### src/hdl/dctg_pkg.sv
// Shared constants and types for the duty-cycle tone generator.
// No dependencies; every other file of the block but the response interface and the checker imports this package.
package dctg_pkg;

    localparam int unsigned CounterWidth = 32;
    localparam int unsigned TickRateW    = 32;
    localparam int unsigned FreqW        = 32;
    localparam int unsigned DutyW        = 8;
    localparam int unsigned PhaseW       = 32;
    // A duty that passes the range check is below 100 and fits in 7 bits.
    localparam int unsigned DutyBits     = 7;
    localparam int unsigned MulW         = FreqW + DutyBits;
    localparam int unsigned DivW         = MulW + 1;
    localparam int unsigned DivisorW     = FreqW;
    localparam int unsigned CmpW         = (CounterWidth > PhaseW) ? CounterWidth : PhaseW;

    localparam int unsigned PctScale     = 100;
    localparam int unsigned MinPeriod    = 2;
    localparam logic [TickRateW-1:0] ResetTickRate = TickRateW'(1000000);

    localparam int unsigned ApbAddrW     = 2;
    localparam int unsigned ApbDataW     = 32;
    localparam logic [ApbAddrW-1:0] AddrTickRate = '0;

    typedef enum logic [1:0] {
        OP_TICK  = 2'd0,
        OP_START = 2'd1,
        OP_STOP  = 2'd2
    } t_opcode;

endpackage

### src/hdl/dctg_cmd_if.sv
// Command channel of the tone generator: tick, start and stop requests.
// Depends on dctg_pkg for the field widths.
interface dctg_cmd_if;
    import dctg_pkg::*;

    logic                valid;
    logic                ready;
    logic [1:0]          opcode;
    logic [FreqW-1:0]    tone_freq;
    logic [DutyW-1:0]    duty_pct;

    modport source (output valid, opcode, tone_freq, duty_pct, input ready);
    modport sink   (input valid, opcode, tone_freq, duty_pct, output ready);
endinterface

### src/hdl/dctg_rsp_if.sv
// Response channel of the tone generator: one result per request.
// No package dependency; all fields are single bits.
interface dctg_rsp_if;
    logic valid;
    logic ready;
    logic tone_level;
    logic tone_active;
    logic status;

    modport source (output valid, tone_level, tone_active, status, input ready);
    modport sink   (input valid, tone_level, tone_active, status, output ready);
endinterface

### src/hdl/dctg_cfg.sv
// APB-style register file holding the tick rate.
// Depends on dctg_pkg for the address map and reset value.
module dctg_cfg (
    input  logic                          i_clk,
    input  logic                          i_rst_n,
    input  logic                          psel,
    input  logic                          penable,
    input  logic                          pwrite,
    input  logic [dctg_pkg::ApbAddrW-1:0] paddr,
    input  logic [dctg_pkg::ApbDataW-1:0] pwdata,
    output logic [dctg_pkg::ApbDataW-1:0] prdata,
    output logic                          pready,
    output logic [dctg_pkg::TickRateW-1:0] o_tick_rate
);
    import dctg_pkg::*;

    logic [TickRateW-1:0] r_tick_rate;
    logic                 wr_en;

    assign pready = 1'b1;
    assign wr_en  = psel & penable & pwrite & (paddr == AddrTickRate);

    always_ff @(posedge i_clk) begin
        if (!i_rst_n) begin
            r_tick_rate <= ResetTickRate;
        end else if (wr_en) begin
            r_tick_rate <= pwdata[TickRateW-1:0];
        end
    end

    always_comb begin
        prdata = '0;
        if (paddr == AddrTickRate) begin
            prdata = ApbDataW'(r_tick_rate);
        end
    end

    assign o_tick_rate = r_tick_rate;
endmodule

### src/hdl/dctg_div.sv
// Bit-serial restoring divider, one quotient bit per cycle.
// Depends on dctg_pkg for the dividend and divisor widths.
module dctg_div (
    input  logic                          i_clk,
    input  logic                          i_rst_n,
    input  logic                          i_start,
    input  logic [dctg_pkg::DivW-1:0]     i_dividend,
    input  logic [dctg_pkg::DivisorW-1:0] i_divisor,
    output logic                          o_done,
    output logic [dctg_pkg::DivW-1:0]     o_quotient
);
    import dctg_pkg::*;

    localparam int unsigned CntW = $clog2(DivW);

    logic [DivisorW-1:0] r_rem;
    logic [DivisorW-1:0] r_div;
    logic [DivW-1:0]     r_quo;
    logic [CntW-1:0]     r_cnt;
    logic                r_busy;
    logic                r_done;

    logic [DivisorW:0]   trial;
    logic [DivisorW:0]   diff;
    logic                ge;

    // The remainder stays below the divisor, so the trial value needs one extra bit.
    assign trial = {r_rem, r_quo[DivW-1]};
    assign diff  = trial - {1'b0, r_div};
    assign ge    = (trial >= {1'b0, r_div});

    always_ff @(posedge i_clk) begin
        if (!i_rst_n) begin
            r_busy <= 1'b0;
            r_done <= 1'b0;
            r_cnt  <= '0;
        end else begin
            r_done <= 1'b0;
            if (i_start) begin
                r_busy <= 1'b1;
                r_cnt  <= '0;
            end else if (r_busy) begin
                r_cnt <= r_cnt + 1'b1;
                if (r_cnt == CntW'(DivW - 1)) begin
                    r_busy <= 1'b0;
                    r_done <= 1'b1;
                end
            end
        end
    end

    always_ff @(posedge i_clk) begin
        if (i_start) begin
            r_rem <= '0;
            r_div <= i_divisor;
            r_quo <= i_dividend;
        end else if (r_busy) begin
            r_rem <= ge ? diff[DivisorW-1:0] : trial[DivisorW-1:0];
            r_quo <= {r_quo[DivW-2:0], ge};
        end
    end

    assign o_done     = r_done;
    assign o_quotient = r_quo;
endmodule

### src/hdl/dctg_mul.sv
// Shift-and-add multiplier for period times duty, one duty bit per cycle.
// Depends on dctg_pkg for the operand widths.
module dctg_mul (
    input  logic                          i_clk,
    input  logic                          i_rst_n,
    input  logic                          i_start,
    input  logic [dctg_pkg::FreqW-1:0]    i_mcand,
    input  logic [dctg_pkg::DutyBits-1:0] i_mplier,
    output logic                          o_done,
    output logic [dctg_pkg::MulW-1:0]     o_product
);
    import dctg_pkg::*;

    localparam int unsigned CntW = $clog2(DutyBits);

    logic [MulW-1:0]     r_acc;
    logic [MulW-1:0]     r_mcand;
    logic [DutyBits-1:0] r_mplier;
    logic [CntW-1:0]     r_cnt;
    logic                r_busy;
    logic                r_done;

    always_ff @(posedge i_clk) begin
        if (!i_rst_n) begin
            r_busy <= 1'b0;
            r_done <= 1'b0;
            r_cnt  <= '0;
        end else begin
            r_done <= 1'b0;
            if (i_start) begin
                r_busy <= 1'b1;
                r_cnt  <= '0;
            end else if (r_busy) begin
                r_cnt <= r_cnt + 1'b1;
                if (r_cnt == CntW'(DutyBits - 1)) begin
                    r_busy <= 1'b0;
                    r_done <= 1'b1;
                end
            end
        end
    end

    always_ff @(posedge i_clk) begin
        if (i_start) begin
            r_acc    <= '0;
            r_mcand  <= MulW'(i_mcand);
            r_mplier <= i_mplier;
        end else if (r_busy) begin
            if (r_mplier[0]) begin
                r_acc <= r_acc + r_mcand;
            end
            r_mcand  <= {r_mcand[MulW-2:0], 1'b0};
            r_mplier <= {1'b0, r_mplier[DutyBits-1:1]};
        end
    end

    assign o_done    = r_done;
    assign o_product = r_acc;
endmodule

### src/hdl/duty_cycle_tone_generator.sv
// Duty-cycle square-wave tone generator, top level with the request sequencer.
// Tick, stop and unknown requests: the result is registered on acceptance.
// Start: two 40-step serial divisions and a 7-step serial multiply, then the result state;
// a start rejected by the range checks is answered like a tick, a too-short period after the first division.
// One request in work at a time; the next is taken once the result leaves, up to one per cycle.
// Synchronous active-low reset: tone idle, output low, tick rate 1000000.
module duty_cycle_tone_generator (
    input  logic                           i_clk,
    input  logic                           i_rst_n,
    dctg_cmd_if.sink                       i_cmd,
    dctg_rsp_if.source                     o_rsp,
    input  logic                           psel,
    input  logic                           penable,
    input  logic                           pwrite,
    input  logic [dctg_pkg::ApbAddrW-1:0]  paddr,
    input  logic [dctg_pkg::ApbDataW-1:0]  pwdata,
    output logic [dctg_pkg::ApbDataW-1:0]  prdata,
    output logic                           pready
);
    import dctg_pkg::*;

    typedef enum logic [2:0] {
        S_IDLE,
        S_DIV_PERIOD,
        S_MUL,
        S_DIV_HIGH,
        S_RESULT
    } t_state;

    t_state                  r_state;
    logic                    r_running;
    logic                    r_level;
    logic [PhaseW-1:0]       r_high;
    logic [PhaseW-1:0]       r_low;
    logic [CounterWidth-1:0] r_phase;
    logic [PhaseW-1:0]       r_period;
    logic [DutyBits-1:0]     r_duty;
    logic                    r_res_status;
    logic                    r_out_valid;
    logic                    r_out_level;
    logic                    r_out_active;
    logic                    r_out_status;

    logic [TickRateW-1:0]    tick_rate;
    logic                    cmd_fire;
    logic                    out_free;
    logic                    pre_bad;
    logic [PhaseW-1:0]       len;
    logic [CounterWidth-1:0] cnt_inc;
    logic                    wrap;

    logic                    div_start;
    logic [DivW-1:0]         div_dividend;
    logic [DivisorW-1:0]     div_divisor;
    logic                    div_done;
    logic [DivW-1:0]         div_quo;
    logic                    mul_start;
    logic                    mul_done;
    logic [MulW-1:0]         mul_prod;

    logic                    period_ok;
    logic [PhaseW-1:0]       hi_ticks;
    logic [PhaseW-1:0]       lo_ticks;
    logic                    phase_bad;

    dctg_cfg u_cfg (
        .i_clk       (i_clk),
        .i_rst_n     (i_rst_n),
        .psel        (psel),
        .penable     (penable),
        .pwrite      (pwrite),
        .paddr       (paddr),
        .pwdata      (pwdata),
        .prdata      (prdata),
        .pready      (pready),
        .o_tick_rate (tick_rate)
    );

    dctg_div u_div (
        .i_clk      (i_clk),
        .i_rst_n    (i_rst_n),
        .i_start    (div_start),
        .i_dividend (div_dividend),
        .i_divisor  (div_divisor),
        .o_done     (div_done),
        .o_quotient (div_quo)
    );

    dctg_mul u_mul (
        .i_clk     (i_clk),
        .i_rst_n   (i_rst_n),
        .i_start   (mul_start),
        .i_mcand   (div_quo[FreqW-1:0]),
        .i_mplier  (r_duty),
        .o_done    (mul_done),
        .o_product (mul_prod)
    );

    assign out_free     = !r_out_valid || o_rsp.ready;
    assign i_cmd.ready  = (r_state == S_IDLE) && out_free;
    assign cmd_fire     = i_cmd.valid && i_cmd.ready;

    assign pre_bad = (i_cmd.tone_freq == '0) || (i_cmd.duty_pct == '0) ||
                     (i_cmd.duty_pct >= DutyW'(PctScale)) ||
                     (tick_rate < i_cmd.tone_freq);

    // Tick: advance within the current phase and flip the level at its end.
    assign len     = r_level ? r_high : r_low;
    assign cnt_inc = r_phase + 1'b1;
    assign wrap    = (CmpW'(cnt_inc) >= CmpW'(len));

    // The first division runs from the idle state, the second right after the multiply.
    assign div_start    = (cmd_fire && (i_cmd.opcode == OP_START) && !pre_bad) ||
                          ((r_state == S_MUL) && mul_done);
    assign div_dividend = (r_state == S_IDLE) ? DivW'(tick_rate) : DivW'(mul_prod);
    assign div_divisor  = (r_state == S_IDLE) ? i_cmd.tone_freq : DivisorW'(PctScale);

    assign period_ok = (div_quo >= DivW'(MinPeriod));
    assign mul_start = (r_state == S_DIV_PERIOD) && div_done && period_ok;

    assign hi_ticks  = div_quo[PhaseW-1:0];
    assign lo_ticks  = r_period - hi_ticks;
    assign phase_bad = (hi_ticks == '0) || (lo_ticks == '0) ||
                       ((CmpW'(hi_ticks) >> CounterWidth) != '0) ||
                       ((CmpW'(lo_ticks) >> CounterWidth) != '0);

    always_ff @(posedge i_clk) begin
        if (!i_rst_n) begin
            r_state      <= S_IDLE;
            r_running    <= 1'b0;
            r_level      <= 1'b0;
            r_high       <= PhaseW'(1);
            r_low        <= PhaseW'(1);
            r_phase      <= '0;
            r_res_status <= 1'b0;
            r_out_valid  <= 1'b0;
            r_out_level  <= 1'b0;
            r_out_active <= 1'b0;
            r_out_status <= 1'b0;
        end else begin
            if (r_out_valid && o_rsp.ready) begin
                r_out_valid <= 1'b0;
            end
            case (r_state)
                S_IDLE: begin
                    if (cmd_fire) begin
                        case (i_cmd.opcode)
                            OP_TICK: begin
                                r_out_valid  <= 1'b1;
                                r_out_active <= r_running;
                                r_out_status <= 1'b0;
                                r_out_level  <= r_level;
                                if (r_running) begin
                                    if (wrap) begin
                                        r_level     <= !r_level;
                                        r_phase     <= '0;
                                        r_out_level <= !r_level;
                                    end else begin
                                        r_phase <= cnt_inc;
                                    end
                                end
                            end
                            OP_START: begin
                                if (pre_bad) begin
                                    r_out_valid  <= 1'b1;
                                    r_out_level  <= r_level;
                                    r_out_active <= r_running;
                                    r_out_status <= 1'b1;
                                end else begin
                                    r_duty  <= i_cmd.duty_pct[DutyBits-1:0];
                                    r_state <= S_DIV_PERIOD;
                                end
                            end
                            OP_STOP: begin
                                r_running    <= 1'b0;
                                r_level      <= 1'b0;
                                r_phase      <= '0;
                                r_out_valid  <= 1'b1;
                                r_out_level  <= 1'b0;
                                r_out_active <= 1'b0;
                                r_out_status <= 1'b0;
                            end
                            default: begin
                                r_out_valid  <= 1'b1;
                                r_out_level  <= r_level;
                                r_out_active <= r_running;
                                r_out_status <= 1'b0;
                            end
                        endcase
                    end
                end
                S_DIV_PERIOD: begin
                    if (div_done) begin
                        if (period_ok) begin
                            r_period <= div_quo[PhaseW-1:0];
                            r_state  <= S_MUL;
                        end else begin
                            r_res_status <= 1'b1;
                            r_state      <= S_RESULT;
                        end
                    end
                end
                S_MUL: begin
                    if (mul_done) begin
                        r_state <= S_DIV_HIGH;
                    end
                end
                S_DIV_HIGH: begin
                    if (div_done) begin
                        r_res_status <= phase_bad;
                        if (!phase_bad) begin
                            r_high    <= hi_ticks;
                            r_low     <= lo_ticks;
                            r_level   <= 1'b0;
                            r_phase   <= '0;
                            r_running <= 1'b1;
                        end
                        r_state <= S_RESULT;
                    end
                end
                S_RESULT: begin
                    if (out_free) begin
                        r_out_valid  <= 1'b1;
                        r_out_level  <= r_level;
                        r_out_active <= r_running;
                        r_out_status <= r_res_status;
                        r_state      <= S_IDLE;
                    end
                end
                default: begin
                    r_state <= S_IDLE;
                end
            endcase
        end
    end

    assign o_rsp.valid       = r_out_valid;
    assign o_rsp.tone_level  = r_out_level;
    assign o_rsp.tone_active = r_out_active;
    assign o_rsp.status      = r_out_status;
endmodule

### src/flat_wrapper.sv
// flat-port wrapper written by rule: the top's interface ports become plain ports
module duty_cycle_tone_generator_flat import dctg_pkg::*;
  (i_clk, i_rst_n, psel, penable, pwrite, paddr, pwdata, prdata, pready, i_cmd_valid, i_cmd_opcode, i_cmd_tone_freq, i_cmd_duty_pct, i_cmd_ready, o_rsp_valid, o_rsp_tone_level, o_rsp_tone_active, o_rsp_status, o_rsp_ready);
  dctg_cmd_if i_cmd_i ();
  dctg_rsp_if o_rsp_i ();
  input  logic i_clk;
  input  logic i_rst_n;
  input  logic psel;
  input  logic penable;
  input  logic pwrite;
  input  logic [dctg_pkg::ApbAddrW-1:0] paddr;
  input  logic [dctg_pkg::ApbDataW-1:0] pwdata;
  output logic [dctg_pkg::ApbDataW-1:0] prdata;
  output logic pready;
  input wire logic [$bits(i_cmd_i.valid)-1:0] i_cmd_valid;
  input wire logic [$bits(i_cmd_i.opcode)-1:0] i_cmd_opcode;
  input wire logic [$bits(i_cmd_i.tone_freq)-1:0] i_cmd_tone_freq;
  input wire logic [$bits(i_cmd_i.duty_pct)-1:0] i_cmd_duty_pct;
  output wire logic [$bits(i_cmd_i.ready)-1:0] i_cmd_ready;
  output wire logic [$bits(o_rsp_i.valid)-1:0] o_rsp_valid;
  output wire logic [$bits(o_rsp_i.tone_level)-1:0] o_rsp_tone_level;
  output wire logic [$bits(o_rsp_i.tone_active)-1:0] o_rsp_tone_active;
  output wire logic [$bits(o_rsp_i.status)-1:0] o_rsp_status;
  input wire logic [$bits(o_rsp_i.ready)-1:0] o_rsp_ready;
  assign i_cmd_i.valid = i_cmd_valid;
  assign i_cmd_i.opcode = i_cmd_opcode;
  assign i_cmd_i.tone_freq = i_cmd_tone_freq;
  assign i_cmd_i.duty_pct = i_cmd_duty_pct;
  assign i_cmd_ready = i_cmd_i.ready;
  assign o_rsp_valid = o_rsp_i.valid;
  assign o_rsp_tone_level = o_rsp_i.tone_level;
  assign o_rsp_tone_active = o_rsp_i.tone_active;
  assign o_rsp_status = o_rsp_i.status;
  assign o_rsp_i.ready = o_rsp_ready;
  duty_cycle_tone_generator u_core (.i_clk(i_clk), .i_rst_n(i_rst_n), .i_cmd(i_cmd_i), .o_rsp(o_rsp_i), .psel(psel), .penable(penable), .pwrite(pwrite), .paddr(paddr), .pwdata(pwdata), .prdata(prdata), .pready(pready));
endmodule
### config.mk
export PLATFORM = sky130hd
export DESIGN_NAME = duty_cycle_tone_generator_flat
export DESIGN_NICKNAME = d
export VERILOG_FILES = /design/src/hdl/dctg_pkg.sv /design/src/hdl/dctg_cmd_if.sv /design/src/hdl/dctg_rsp_if.sv /design/src/hdl/dctg_cfg.sv /design/src/hdl/dctg_div.sv /design/src/hdl/dctg_mul.sv /design/src/hdl/duty_cycle_tone_generator.sv /design/src/flat_wrapper.sv
export SDC_FILE = /design/constraint.sdc
export NUM_CORES = 1
export LEC_CHECK = 0
export BUFFER_PORTS_ARGS = -buffer_cell sky130_fd_sc_hd__buf_4
export CAP_MARGIN = 10
export CORE_AREA = 2 2 303 155
export DETAILED_ROUTE_END_ITERATION = 8
export DIE_AREA = 0 0 305 157
export PLACE_DENSITY = 0.73
export SLEW_MARGIN = 20
export SYNTH_ARGS = -nofsm -noshare
export SYNTH_HDL_FRONTEND = slang
export SYNTH_SLANG_ARGS = --single-unit
### constraint.sdc
create_clock -name i_clk -period 6.5 [get_ports i_clk]
set_input_delay 0.65 -clock i_clk [delete_from_list [all_inputs] [get_ports i_clk]]
set_output_delay 0.65 -clock i_clk [all_outputs]
set_load 0.05 [all_outputs]
==> results_dict.tcl <==
set metrics [dict create \
    critical_path_arrival_ps 6320 \
    dp.final_hpwl_mm 47.8 \
    detail_route.iter0.violations 2124 \
    syn_area_um2 23300 \
    crit_path_end_kind "register" \
    routed-via-count 20100 \
    grt_util_all_layers_pct 27.2 \
    num_rows 55 \
    req_time_crit_path_ps 7000 \
    synth.yosys.seq_area_share_pct 39.1 \
    routed_wirelength_mm 65.8 \
    die_x_um 305 \
    clock_skew_ps 28.8 \
    layout-drive-gt1-share_pct 9.06 \
    place_congestion 0.955 \
    io_pins 121 \
    ys_seq_elements 379 \
    cts.path.max_buffers 3 \
    antenna_violations_before_repair 0 \
    synth-async-reset-ratio_pct 0 \
    cap_viol_max_count 0 \
    criticalPathCategory "reg2reg" \
    ant_nets 0 \
    root_buffer "sky130_fd_sc_hd__clkbuf_16" \
    nets 2982 \
    start_util_pct 51.8 \
    final_critical_path_share_of_the_clock_period_pct 89.4 \
    area_of_the_core_um2 44900 \
    htree_num_levels 2 \
    cts_sinks 379 \
    totalPowerFinal_mw 5.21 \
    syn-num-nets 2934 \
    dp_slack_ps 656 \
    worstHoldPathType "in2reg" \
    synthTopCellsByArea "sky130_fd_sc_hd__dfxtp_1, sky130_fd_sc_hd__edfxtp_1, sky130_fd_sc_hd__ha_1" \
    timing_worst_slew_pin_value_ps 1110 \
    synth.lib_cells_used.distinct 88 \
    synth.top_cell.area_share_pct 19.7 \
    slew_viol_final 0 \
    design.die.area_um2 47900 \
    critical_path.max_fanout 26 \
    chipHeight_um 157 \
    netlist.top_cell.by_area "sky130_fd_sc_hd__dfxtp_1" \
    detail_route.drc_violations 0 \
    numCtsBuffers 38 \
    yosys_most_used_dff "sky130_fd_sc_hd__dfxtp_1" \
    largest_net_degree_at_the_start_of_global_routing 90 \
    drt_pass1_iterations 6 \
    crit_path_start_kind "register" \
    syn2layout_area_growth_pct 10.8 \
    layout_setup_ws_ps 687 \
    most_common_library_cells_after_synthesis "sky130_fd_sc_hd__nand2_1, sky130_fd_sc_hd__nor2_1, sky130_fd_sc_hd__dfxtp_1" \
    route.detailed.vias_per_inst 5.98 \
    clock_latency_ps 560 \
    final.min_clock_period_ps 5810 \
    first_global_vias 18800 \
    finalSetupViolations 0 \
    wl_per_cell_um 19.6 \
    vdd.ir_drop.worst_v 0.000151 \
    achievable-frequency_mhz 172 \
    clock_tree_from_tritoncts "done" \
    power_density_nw_per_um2 202 \
    synthesis.area_per_instance_um2 8.68 \
    edff_count_synth 150 \
    run_status "finished clean" \
    ctsHoldBuffers 0 \
    yosys_warning_total 0 \
    finalHoldViolCount 0 \
    setup_total_negative_slack_ps 0 \
    grt.overflow.total 0 \
    rsz0062_at_grt "no" \
    port_buffers 119 \
    path_clk_slew_ps 70 \
    timing.slew.headroom_pct 25.7 \
    synth.most_common_cell "sky130_fd_sc_hd__nand2_1" \
    grt_first_pass_wirelength_mm 104 \
    syn-instance-count 2680 \
    leakagePower_nw 10.6 \
]
==> metal layers <==
metal  up-vias  global-route usage (%)  wire length [um]
met3       122                    5.35              5470
met4         0                    7.92              1890
met2       674                    42.8             28400
li1       9679                       -                 -
met5         -                       0                 0
met1      9603                    38.0             30100
==> registers in the layout, indices dropped and copies added (netlist names), 3 cells and up <==
signal	count
u_core.u_div.r_div	32
u_core.u_mul.o_product	39
u_core.u_mul.r_mplier	7
u_core.r_state	3
u_core.r_phase	32
u_core.u_cfg.o_tick_rate	32
u_core.r_duty	7
u_core.u_div.r_rem	32
u_core.r_low	32
u_core.u_mul.r_mcand	39
u_core.u_div.o_quotient	40
u_core.r_high	32
u_core.u_mul.r_cnt	3
u_core.r_period	32
u_core.u_div.r_cnt	6
==> critical path, stage by stage (launching register included) <==
cell	delay, ps
sky130_fd_sc_hd__dfxtp_1	430
sky130_fd_sc_hd__nand3_1	90
sky130_fd_sc_hd__nor2_1	250
sky130_fd_sc_hd__nand3_1	260
sky130_fd_sc_hd__nor2_1	350
sky130_fd_sc_hd__nand3_1	250
sky130_fd_sc_hd__nor2_1	370
sky130_fd_sc_hd__nand2_1	230
sky130_fd_sc_hd__nor2_1	180
sky130_fd_sc_hd__xor2_1	210
sky130_fd_sc_hd__ha_1	270
sky130_fd_sc_hd__a2111oi_0	380
sky130_fd_sc_hd__o21ai_0	150
sky130_fd_sc_hd__o2111ai_1	190
sky130_fd_sc_hd__nand3_1	110
sky130_fd_sc_hd__a211oi_1	190
sky130_fd_sc_hd__a31o_2	190
sky130_fd_sc_hd__nand2_1	260
sky130_fd_sc_hd__or4_1	740
sky130_fd_sc_hd__clkinv_2	360
sky130_fd_sc_hd__and3_1	210
sky130_fd_sc_hd__a211o_1	100
==> report_power, final <==
group,internal (mW),switching (mW)
clock,1.25,1.01
sequential,2.49,0.0327
combinational,0.182,0.248
total,3.92,1.29
==> path summary, 6_finish.rpt <==
kind | start | to | slack (ps) | cells past startpoint
setup / recovery | u_core.r_phase[0] | u_core.r_phase[14] | 690 | 21
hold / removal | i_cmd_duty_pct[4] | u_core.r_duty[4] | 280 | 1
setup reg to reg | u_core.r_phase[0] | u_core.r_phase[14] | 690 | 21
hold reg to reg | u_core.o_rsp.tone_active | u_core.o_rsp.tone_active | 460 | 2
==> stage by stage <==
| stage | hold WS [ps] | utilization (%) | cells | area (um^2) |
|---|---|---|---|---|
| 2_1_floorplan | 436 | - | 2680 | 23300 |
| 3_3_place_gp | 444 | 54.5 | 3286 | 24500 |
| 3_5_place_dp | 448 | 54.5 | 3286 | 24500 |
| 4_1_cts | 262 | 57.3 | 3356 | 25800 |
| 5_1_grt | 274 | 57.4 | 3356 | 25800 |
| 6_report | 282 | 57.4 | 3357 | 25800 |
==> cell type report <==
type | instances | area, um^2
Fill cell | 3988 | 19200
Multi-Input combinational cell | 2018 | 13100
Sequential cell | 379 | 9090
Clock buffer | 52 | 1110
Timing Repair Buffer | 137 | 1030
Tap cell | 598 | 748
Inverter | 154 | 581
Clock inverter | 18 | 145
Antenna cell | 1 | 2.50
==> logic make-up (layout without fill, tap and decap cells) <==
| logic type | count (synthesis) | in the layout | synth area share [%] |
|---|---|---|---|
| AO/OA/AOI/OAI | 656 | 656 | 18.8 |
| XOR/XNOR | 101 | 101 | 3.80 |
| adder cells (fa/ha/maj) | 171 | 171 | 9.29 |
| buffers and inverters | 283 | 361 | 4.95 |
| flip-flops | 379 | 379 | 39.1 |
| multiplexers | 120 | 120 | 5.19 |
| other | 1 | 2 | 0.0161 |
| AND/OR/NAND/NOR | 969 | 969 | 18.9 |
==> what timing repair did <==
action,in CTS,in global routing
setup endpoints to repair,0,4
resized for setup,0,1
setup buffers,0,0
==> layout by cell type, fill, tap and decap left out, drive strengths merged, types with 5 or more instances in the layout <==
cell,count
nor2,302
inv,156
o21ai,125
dfxtp,229
o31ai,14
buf,137
mux2i,116
a211oi,61
nand4,32
nor4,31
o211a,7
or3,17
nand2b,22
xnor2,62
or2,8
o41ai,5
o211ai,20
ha,168
a31oi,38
clkinv,14
and4,6
a211o,8
o21a,22
nor3,37
xor2,39
and3,22
a22o,19
o21bai,13
clkbuf,52
o31a,6
nand2,336
a2111oi,11
nand3,68
o2111ai,8
a21o,62
and2,50
nor2b,20
edfxtp,150
a21oi,190
Note: power is estimated with default switching activity, not from simulation.
